==> src/rtl/ipid_pkg.sv <==
`default_nettype none

package ipid_pkg;

  localparam int GAIN_W    = 24;
  localparam int CA_W      = GAIN_W + 2;
  localparam int CB_W      = GAIN_W + 3;
  localparam int CFG_IDX_W = 3;

  localparam logic [CFG_IDX_W-1:0] REG_REFERENCE = 3'd0;
  localparam logic [CFG_IDX_W-1:0] REG_KP        = 3'd1;
  localparam logic [CFG_IDX_W-1:0] REG_KI_TS     = 3'd2;
  localparam logic [CFG_IDX_W-1:0] REG_KD_TD     = 3'd3;
  localparam logic [CFG_IDX_W-1:0] REG_MAX_LIMIT = 3'd4;
  localparam logic [CFG_IDX_W-1:0] REG_MIN_LIMIT = 3'd5;

  typedef struct packed {
    logic signed [CA_W-1:0]   ca;
    logic signed [CB_W-1:0]   cb;
    logic signed [GAIN_W-1:0] cc;
  } coef_t;

endpackage

`default_nettype wire

==> src/rtl/ipid_cfg.sv <==
`default_nettype none

module ipid_cfg #(
  parameter int SAMPLE_WIDTH = 16,
  parameter int DATA_W       = 24
) (
  input  wire logic                           clk,
  input  wire logic                           rst_n,
  input  wire logic                           wr_en,
  input  wire logic [ipid_pkg::CFG_IDX_W-1:0] wr_index,
  input  wire logic [DATA_W-1:0]              wr_data,
  output ipid_pkg::coef_t                     coef,
  output logic [SAMPLE_WIDTH-1:0]             reference,
  output logic [SAMPLE_WIDTH-1:0]             max_limit,
  output logic [SAMPLE_WIDTH-1:0]             min_limit
);
  import ipid_pkg::*;

  logic [SAMPLE_WIDTH-1:0] reference_r;
  logic [SAMPLE_WIDTH-1:0] max_limit_r;
  logic [SAMPLE_WIDTH-1:0] min_limit_r;
  logic [GAIN_W-1:0]       kp_r;
  logic [GAIN_W-1:0]       ki_ts_r;
  logic [GAIN_W-1:0]       kd_td_r;
  coef_t                   coef_r;
  coef_t                   coef_nxt;

  always_comb begin
    coef_nxt.ca = CA_W'($signed(kp_r)) + CA_W'($signed(ki_ts_r)) + CA_W'($signed(kd_td_r));
    coef_nxt.cb = -(CB_W'($signed(kp_r)) + (CB_W'($signed(kd_td_r)) <<< 1));
    coef_nxt.cc = $signed(kd_td_r);
  end

  always_ff @(posedge clk) begin
    if (!rst_n) begin
      reference_r <= '0;
      kp_r        <= '0;
      ki_ts_r     <= '0;
      kd_td_r     <= '0;
      max_limit_r <= {1'b0, {(SAMPLE_WIDTH-1){1'b1}}};
      min_limit_r <= {1'b1, {(SAMPLE_WIDTH-1){1'b0}}};
      coef_r      <= '0;
    end else begin
      coef_r <= coef_nxt;
      if (wr_en) begin
        case (wr_index)
          REG_REFERENCE: reference_r <= wr_data[SAMPLE_WIDTH-1:0];
          REG_KP:        kp_r        <= wr_data[GAIN_W-1:0];
          REG_KI_TS:     ki_ts_r     <= wr_data[GAIN_W-1:0];
          REG_KD_TD:     kd_td_r     <= wr_data[GAIN_W-1:0];
          REG_MAX_LIMIT: max_limit_r <= wr_data[SAMPLE_WIDTH-1:0];
          REG_MIN_LIMIT: min_limit_r <= wr_data[SAMPLE_WIDTH-1:0];
          default: ;
        endcase
      end
    end
  end

  assign coef      = coef_r;
  assign reference = reference_r;
  assign max_limit = max_limit_r;
  assign min_limit = min_limit_r;

endmodule

`default_nettype wire

==> src/rtl/ipid_core.sv <==
`default_nettype none

module ipid_core #(
  parameter int SAMPLE_WIDTH   = 16,
  parameter int GAIN_FRAC_BITS = 16
) (
  input  wire logic                    clk,
  input  wire logic                    rst_n,
  input  wire logic                    in_valid,
  output logic                         in_ready,
  input  wire logic                    in_clear,
  input  wire logic [SAMPLE_WIDTH-1:0] in_meas,
  input  wire ipid_pkg::coef_t         coef,
  input  wire logic [SAMPLE_WIDTH-1:0] reference,
  input  wire logic [SAMPLE_WIDTH-1:0] max_limit,
  input  wire logic [SAMPLE_WIDTH-1:0] min_limit,
  output logic                         out_valid,
  input  wire logic                    out_ready,
  output logic [SAMPLE_WIDTH-1:0]      out_drive
);
  import ipid_pkg::*;

  localparam int EW    = SAMPLE_WIDTH + 1;
  localparam int P_W   = CB_W + EW;
  localparam int ACC_W = P_W + 2;
  localparam int U_W   = ACC_W + 1;

  logic                    s_valid_r;
  logic                    s_clear_r;
  logic [SAMPLE_WIDTH-1:0] s_meas_r;
  logic                    out_valid_r;
  logic [SAMPLE_WIDTH-1:0] drive_r;
  logic [EW-1:0]           last_error_r;
  logic [EW-1:0]           older_error_r;
  logic [SAMPLE_WIDTH-1:0] last_drive_r;

  logic                    advance;
  logic signed [EW-1:0]    err_nxt;
  logic signed [P_W-1:0]   prod_a;
  logic signed [P_W-1:0]   prod_b;
  logic signed [P_W-1:0]   prod_c;
  logic signed [ACC_W-1:0] acc;
  logic signed [U_W-1:0]   u_raw;
  logic signed [U_W-1:0]   hi_ext;
  logic signed [U_W-1:0]   lo_ext;
  logic signed [U_W-1:0]   u_hi;
  logic signed [U_W-1:0]   u_clamp;
  logic [SAMPLE_WIDTH-1:0] drive_nxt;

  assign advance  = !out_valid_r || out_ready;
  assign in_ready = !s_valid_r || advance;

  always_comb begin
    err_nxt = EW'($signed(reference)) - EW'($signed(s_meas_r));
    prod_a  = P_W'(coef.ca) * P_W'(err_nxt);
    prod_b  = P_W'(coef.cb) * P_W'($signed(last_error_r));
    prod_c  = P_W'(coef.cc) * P_W'($signed(older_error_r));
    acc     = ACC_W'(prod_a) + ACC_W'(prod_b) + ACC_W'(prod_c);
    u_raw   = U_W'($signed(last_drive_r)) + U_W'(acc >>> GAIN_FRAC_BITS);
    hi_ext  = U_W'($signed(max_limit));
    lo_ext  = U_W'($signed(min_limit));
    u_hi    = (u_raw > hi_ext) ? hi_ext : u_raw;
    u_clamp = (u_hi < lo_ext) ? lo_ext : u_hi;
    drive_nxt = s_clear_r ? '0 : u_clamp[SAMPLE_WIDTH-1:0];
  end

  always_ff @(posedge clk) begin
    if (!rst_n) begin
      s_valid_r     <= 1'b0;
      out_valid_r   <= 1'b0;
      last_error_r  <= '0;
      older_error_r <= '0;
      last_drive_r  <= '0;
    end else begin
      if (in_ready) begin
        s_valid_r <= in_valid;
      end
      if (advance) begin
        out_valid_r <= s_valid_r;
        if (s_valid_r) begin
          last_drive_r <= drive_nxt;
          if (s_clear_r) begin
            last_error_r  <= '0;
            older_error_r <= '0;
          end else begin
            last_error_r  <= err_nxt;
            older_error_r <= last_error_r;
          end
        end
      end
    end
  end

  always_ff @(posedge clk) begin
    if (in_valid && in_ready) begin
      s_clear_r <= in_clear;
      s_meas_r  <= in_meas;
    end
    if (advance && s_valid_r) begin
      drive_r <= drive_nxt;
    end
  end

  assign out_valid = out_valid_r;
  assign out_drive = drive_r;

endmodule

`default_nettype wire

==> src/rtl/incremental_pid_controller.sv <==
// Velocity-form PID controller with output clamp.
// Input stream: in_tuser is the request kind (0 = measurement sample,
// 1 = clear state), in_tdata carries the signed measurement.
// Output stream: out_tdata carries the signed clamped drive, one per request.
// Config port: cfg_index selects reference, kp, ki_ts, kd_td, max_limit,
// min_limit (0 to 5); write only while no request is in flight.
// Each sample computes u = u1 + (a*e + b*e1 + c*e2) >>> GAIN_FRAC_BITS,
// clamps it to the limits and keeps the result as the next u1.
// From input accept to output valid the path is an input register,
// one pass of three parallel multiplies, a sum and the clamp, then the
// result register. Throughput is one request per cycle while out_tready
// is high, set by the loop through the error and drive history.
// Reset clears the history and out_tvalid, sets gains and reference to 0
// and the limits to the full sample range.
// A stalled receiver holds out_tdata; one more request may still enter the
// input register, after which in_tready drops until the result is taken.
`default_nettype none

module incremental_pid_controller #(
  parameter int SAMPLE_WIDTH   = 16,
  parameter int GAIN_FRAC_BITS = 16
) (
  input  wire logic                                clk,
  input  wire logic                                rst_n,
  input  wire logic                                in_tvalid,
  output logic                                     in_tready,
  // [0] req_type
  input  wire logic                                in_tuser,
  // [SAMPLE_WIDTH-1:0] measurement, zero padded to bytes
  input  wire logic [((SAMPLE_WIDTH+7)/8)*8-1:0]   in_tdata,
  output logic                                     out_tvalid,
  input  wire logic                                out_tready,
  // [SAMPLE_WIDTH-1:0] drive, zero padded to bytes
  output logic [((SAMPLE_WIDTH+7)/8)*8-1:0]        out_tdata,
  input  wire logic                                cfg_valid,
  output logic                                     cfg_ready,
  input  wire logic [ipid_pkg::CFG_IDX_W-1:0]      cfg_index,
  input  wire logic [((SAMPLE_WIDTH > ipid_pkg::GAIN_W) ?
                      SAMPLE_WIDTH : ipid_pkg::GAIN_W)-1:0] cfg_data
);
  import ipid_pkg::*;

  localparam int TDATA_W = ((SAMPLE_WIDTH + 7) / 8) * 8;
  localparam int DATA_W  = (SAMPLE_WIDTH > GAIN_W) ? SAMPLE_WIDTH : GAIN_W;

  coef_t                   coef;
  logic [SAMPLE_WIDTH-1:0] reference;
  logic [SAMPLE_WIDTH-1:0] max_limit;
  logic [SAMPLE_WIDTH-1:0] min_limit;
  logic [SAMPLE_WIDTH-1:0] drive;

  assign cfg_ready = 1'b1;

  ipid_cfg #(
    .SAMPLE_WIDTH(SAMPLE_WIDTH),
    .DATA_W      (DATA_W)
  ) u_cfg (
    .clk      (clk),
    .rst_n    (rst_n),
    .wr_en    (cfg_valid && cfg_ready),
    .wr_index (cfg_index),
    .wr_data  (cfg_data),
    .coef     (coef),
    .reference(reference),
    .max_limit(max_limit),
    .min_limit(min_limit)
  );

  ipid_core #(
    .SAMPLE_WIDTH  (SAMPLE_WIDTH),
    .GAIN_FRAC_BITS(GAIN_FRAC_BITS)
  ) u_core (
    .clk      (clk),
    .rst_n    (rst_n),
    .in_valid (in_tvalid),
    .in_ready (in_tready),
    .in_clear (in_tuser),
    .in_meas  (in_tdata[SAMPLE_WIDTH-1:0]),
    .coef     (coef),
    .reference(reference),
    .max_limit(max_limit),
    .min_limit(min_limit),
    .out_valid(out_tvalid),
    .out_ready(out_tready),
    .out_drive(drive)
  );

  assign out_tdata = TDATA_W'(drive);

endmodule

`default_nettype wire
==> config.mk <==
export PLATFORM = sky130hd
export DESIGN_NAME = incremental_pid_controller
export DESIGN_NICKNAME = d
export VERILOG_FILES = /design/src/rtl/ipid_pkg.sv /design/src/rtl/ipid_cfg.sv /design/src/rtl/ipid_core.sv /design/src/rtl/incremental_pid_controller.sv
export SDC_FILE = /design/constraint.sdc
export NUM_CORES = 2
export LEC_CHECK = 0
export BUFFER_PORTS_ARGS = -buffer_cell sky130_fd_sc_hd__buf_4
export CORE_ASPECT_RATIO = 1.1
export CORE_MARGIN = 1.5
export CORE_UTILIZATION = 55
export CTS_CLUSTER_SIZE = 40
export DETAILED_ROUTE_END_ITERATION = 8
export PLACE_DENSITY = 0.71
export SYNTH_ARGS = -nofsm -noshare
export SYNTH_HDL_FRONTEND = slang
export SYNTH_SLANG_ARGS = --single-unit
==> constraint.sdc <==
create_clock -name clk -period 36.3 [get_ports clk]
set_clock_uncertainty 0.15 [all_clocks]
set_input_delay 7.26 -clock clk [delete_from_list [all_inputs] [get_ports clk]]
set_output_delay 7.26 -clock clk [all_outputs]
set_load 0.05 [all_outputs]
==> flow_summary.json <==
{
  "status": "finished, final reports clean",
  "fp-row-count": 130,
  "drt-vias-per-instance": 5.58,
  "synthAdderAreaFrac_pct": 55.5,
  "r2r-start": "u_cfg.reference[0]",
  "holdWs_ps": 305,
  "synth_xor_area_share_pct": 1.66,
  "worstPathMaxFanout": 30,
  "synth_top_family_by_area": "adder cells",
  "tritoncts": "done",
  "final_cell_mix": "1555 x inv_1, 1515 x fa_1, 1102 x nand2_1",
  "critPathSlowestCell": "nand2_1",
  "clock_tree.root_cell": "clkbuf_16",
  "ys_seq_elements": 282,
  "core_area_sq_um": 114000,
  "hpwl_microns": 142000,
  "p_int_uw": 2450,
  "fmax_mhz": 49.3,
  "drt_wl_total_microns": 170000,
  "antenna_found_initial": 3,
  "ys_types": 78,
  "min_period_ps": 20270,
  "setup_slack_ps": 16030,
  "hold_path_class": "reg2reg",
  "gr-total-overflow": 0,
  "track_usage_pct": 30.4,
  "place_congestion": 0.933,
  "cts_buffer_depth": 3,
  "synth_edf_count": 33,
  "ys_async_sr_fraction_pct": 0,
  "clkLatencyLatePin_ps": 580,
  "r2r_cells": 63,
  "worst_path_largest_cell_delay_ps": 730,
  "vias": 46200,
  "dieArea_sq_um": 117000,
  "ff2ff_setup_slack_ps": 16030,
  "die_w_microns": 326,
  "dp_cells": 8215,
  "htreeDepth": 2,
  "wl_per_cell_microns": 20.6,
  "drv_cap": 0,
  "cellLeakagePower_uw": 0.0305,
  "die_h_microns": 358,
  "drt_iter0_drc": 3341,
  "syn_to_final_growth_pct": 4.66,
  "p_clk_share_pct": 7.0,
  "pwr-share-comb_pct": 85.0,
  "min_period_over_period_pct": 55.8,
  "numPortBuffers": 66,
  "antenna_left": 0,
  "p_sw_uw": 3050,
  "rsz0062_at_grt": "no",
  "seq_area_sq_um": 5980,
  "power.density_nw_per_um2": 83.2,
  "final_common_cell": "inv_1",
  "fin_cells": 8280,
  "drive_above_1_share_pct": 3.74,
  "yosysTopAreaCell": "fa_1",
  "io_pins": 68,
  "worstSetupStartpointType": "register",
  "syn-num-nets": 8817,
  "r2r-end": "u_core.out_drive[11]",
  "fill_cells": 9881,
  "ctsHoldBuffers": 0,
  "setup_violations": 0,
  "dr.pass1.iters": 6,
  "multiInputGateArea_sq_um": 50300,
  "synth-main-ff-cell": "dfxtp_1",
  "maxSlewViolCount": 0,
  "fin_util_pct": 58.0,
  "startpoint": "u_cfg.reference[0]",
  "fin_nets": 8673,
  "syn_area_per_cell_sq_um": 9.18,
  "netlist_area_sq_um": 63100,
  "ir_worst_vdd_v": 0.000458,
  "cp.required_ps": 36440,
  "max_slew_margin_pct": 15.6,
  "dp_worst_setup_slack_ps": 16400,
  "numCtsBuffers": 36,
  "cts_sinks": 282,
  "grt_pass1_vias": 48800,
  "synth_compound_area_share_pct": 6.19,
  "synthMuxAreaShare_pct": 0.309,
  "clk_pin_slew_ps": 60,
  "crit_type": "reg2reg",
  "cp-end-kind": "register",
  "post_cts_buffers": 0,
  "synthSimpleGateAreaFrac_pct": 15.8,
  "p_sw_share_pct": 55.4,
  "start_util_pct": 55.4,
  "tightest_slew_ps": 1260,
  "hold_violations": 0,
  "synth.area.top_cells": "fa_1 48%, inv_1 9.2%, dfxtp_1 7.9%",
  "critPathArrivalTime_ps": 20410,
  "seq_area_frac_synth_pct": 9.46,
  "yosysWarnings": 0,
  "yosys.area.top_type_share_pct": 48.1,
  "tns_ps": 0,
  "drc": 0,
  "post_cts_resize_count": 0,
  "grt_first_pass_wirelength_microns": 276000,
  "cpMostUsedCell": "fa_1",
  "syn_inst": 6879,
  "crit_end": "u_core.out_drive[11]",
  "power_frac_seq_pct": 8.0,
  "grt_max_degree": 64
}
## cells in the mapped netlist (5+ instances only)
| cell | instances |
|---|---|
| a31oi_1 | 12 |
| edfxtp_1 | 33 |
| o221ai_1 | 5 |
| or4_1 | 7 |
| nor2_1 | 141 |
| o31ai_1 | 34 |
| o21bai_1 | 8 |
| a211o_1 | 6 |
| and3_1 | 17 |
| xor2_1 | 37 |
| ha_1 | 373 |
| nand2b_1 | 78 |
| a211oi_1 | 17 |
| nor2b_1 | 62 |
| fa_1 | 1516 |
| a22o_1 | 5 |
| o21a_1 | 23 |
| nand2_1 | 1102 |
| and2_1 | 438 |
| inv_1 | 1556 |
| nand3_1 | 52 |
| o211ai_1 | 39 |
| o21ai_0 | 73 |
| o31a_1 | 5 |
| nor3_1 | 71 |
| xnor2_1 | 83 |
| nor3b_1 | 31 |
| a22oi_1 | 12 |
| or3_1 | 12 |
| dfxtp_1 | 249 |
| or2_2 | 29 |
| a21oi_1 | 248 |
| nand3b_1 | 9 |
| mux2i_1 | 6 |
| a31o_2 | 10 |
| clkbuf_1 | 289 |
| a21o_1 | 58 |
| a21boi_0 | 10 |
| a221oi_1 | 6 |
| nand4_1 | 25 |
| mux2_2 | 12 |
| nor4_1 | 12 |
| o2111ai_1 | 7 |
## power groups by stage
stage	logic, uW	clock network [uW]	registers, uW
after CTS	4630	386	441
after detailed placement	4600	0	446
after global placement	4500	0	447
after global routing	5270	397	444
final	4680	383	442
after floorplan	3470	0	441
## per-layer routing
metal,part of all wire [%],up-vias,GRT usage (%)
met2,46,1798,48.9
met5,0.016,-,0
met3,8.6,252,5.19
li1,-,20200,-
met1,43,23900,43.3
met4,2.5,4,7.30
## registers in the layout, indices dropped and copies added (netlist names), 17 cells and up
register and cells:
u_cfg.coef 77, u_cfg.kd_td_r 24, u_cfg.ki_ts_r 24, u_cfg.kp_r 24
u_core.last_error_r 17, u_core.older_error_r 17
## area by class of cell
type	count	share of cell area [%]
multi-input cells	4741	76.1
flip-flops and latches	282	9.04
inverters	1557	8.85
well taps	1518	2.87
clock buffers	52	1.58
repair buffers	117	1.33
clock inverters	12	0.269
diodes	1	0.00379
## critical path: cells and delay by family (launching register included)
kind                     cells  cell delay, ps
flip-flops                   1             310
buffers and inverters        6             320
XOR/XNOR                     2             300
adder cells (fa/ha/maj)     15            5910
multiplexers                 1             350
AO/OA/AOI/OAI               21            6110
AND/OR/NAND/NOR             18            6450
## how the worst min path moves through the flow
| stage | depth (start not counted) | to | slack (ps) | startpoint |
|---|---|---|---|---|
| 2_1_floorplan | 2 | u_core.last_drive_r[0] | 280 | u_core.last_drive_r[0] |
| 3_3_place_gp | 2 | u_core.last_error_r[16] | 290 | u_core.last_error_r[16] |
| 3_5_place_dp | 2 | u_core.last_error_r[16] | 290 | u_core.last_error_r[16] |
| 4_1_cts | 2 | u_core.last_error_r[16] | 310 | u_core.last_error_r[16] |
| 5_1_grt | 2 | u_cfg.ki_ts_r[0] | 330 | u_cfg.ki_ts_r[0] |
| 6_report | 2 | u_core.last_error_r[16] | 310 | u_core.last_error_r[16] |
## logic make-up after synthesis
| family | count (synthesis) |
|---|---|
| mux | 18 |
| xor+xnor | 120 |
| fa+ha+maj | 1889 |
| simple gates | 2102 |
| compound gates | 611 |
| flops | 282 |
| other cells | 1 |
| buf+inv | 1856 |
## through the flow
stage	power, uW	area (sq um)
detailed placement	5040	64900
floorplan	3910	63100
CTS	5450	66100
global route	6110	66100
finish	5500	66100
global placement	4940	64900
Note: power is estimated with default switching activity, not from simulation.
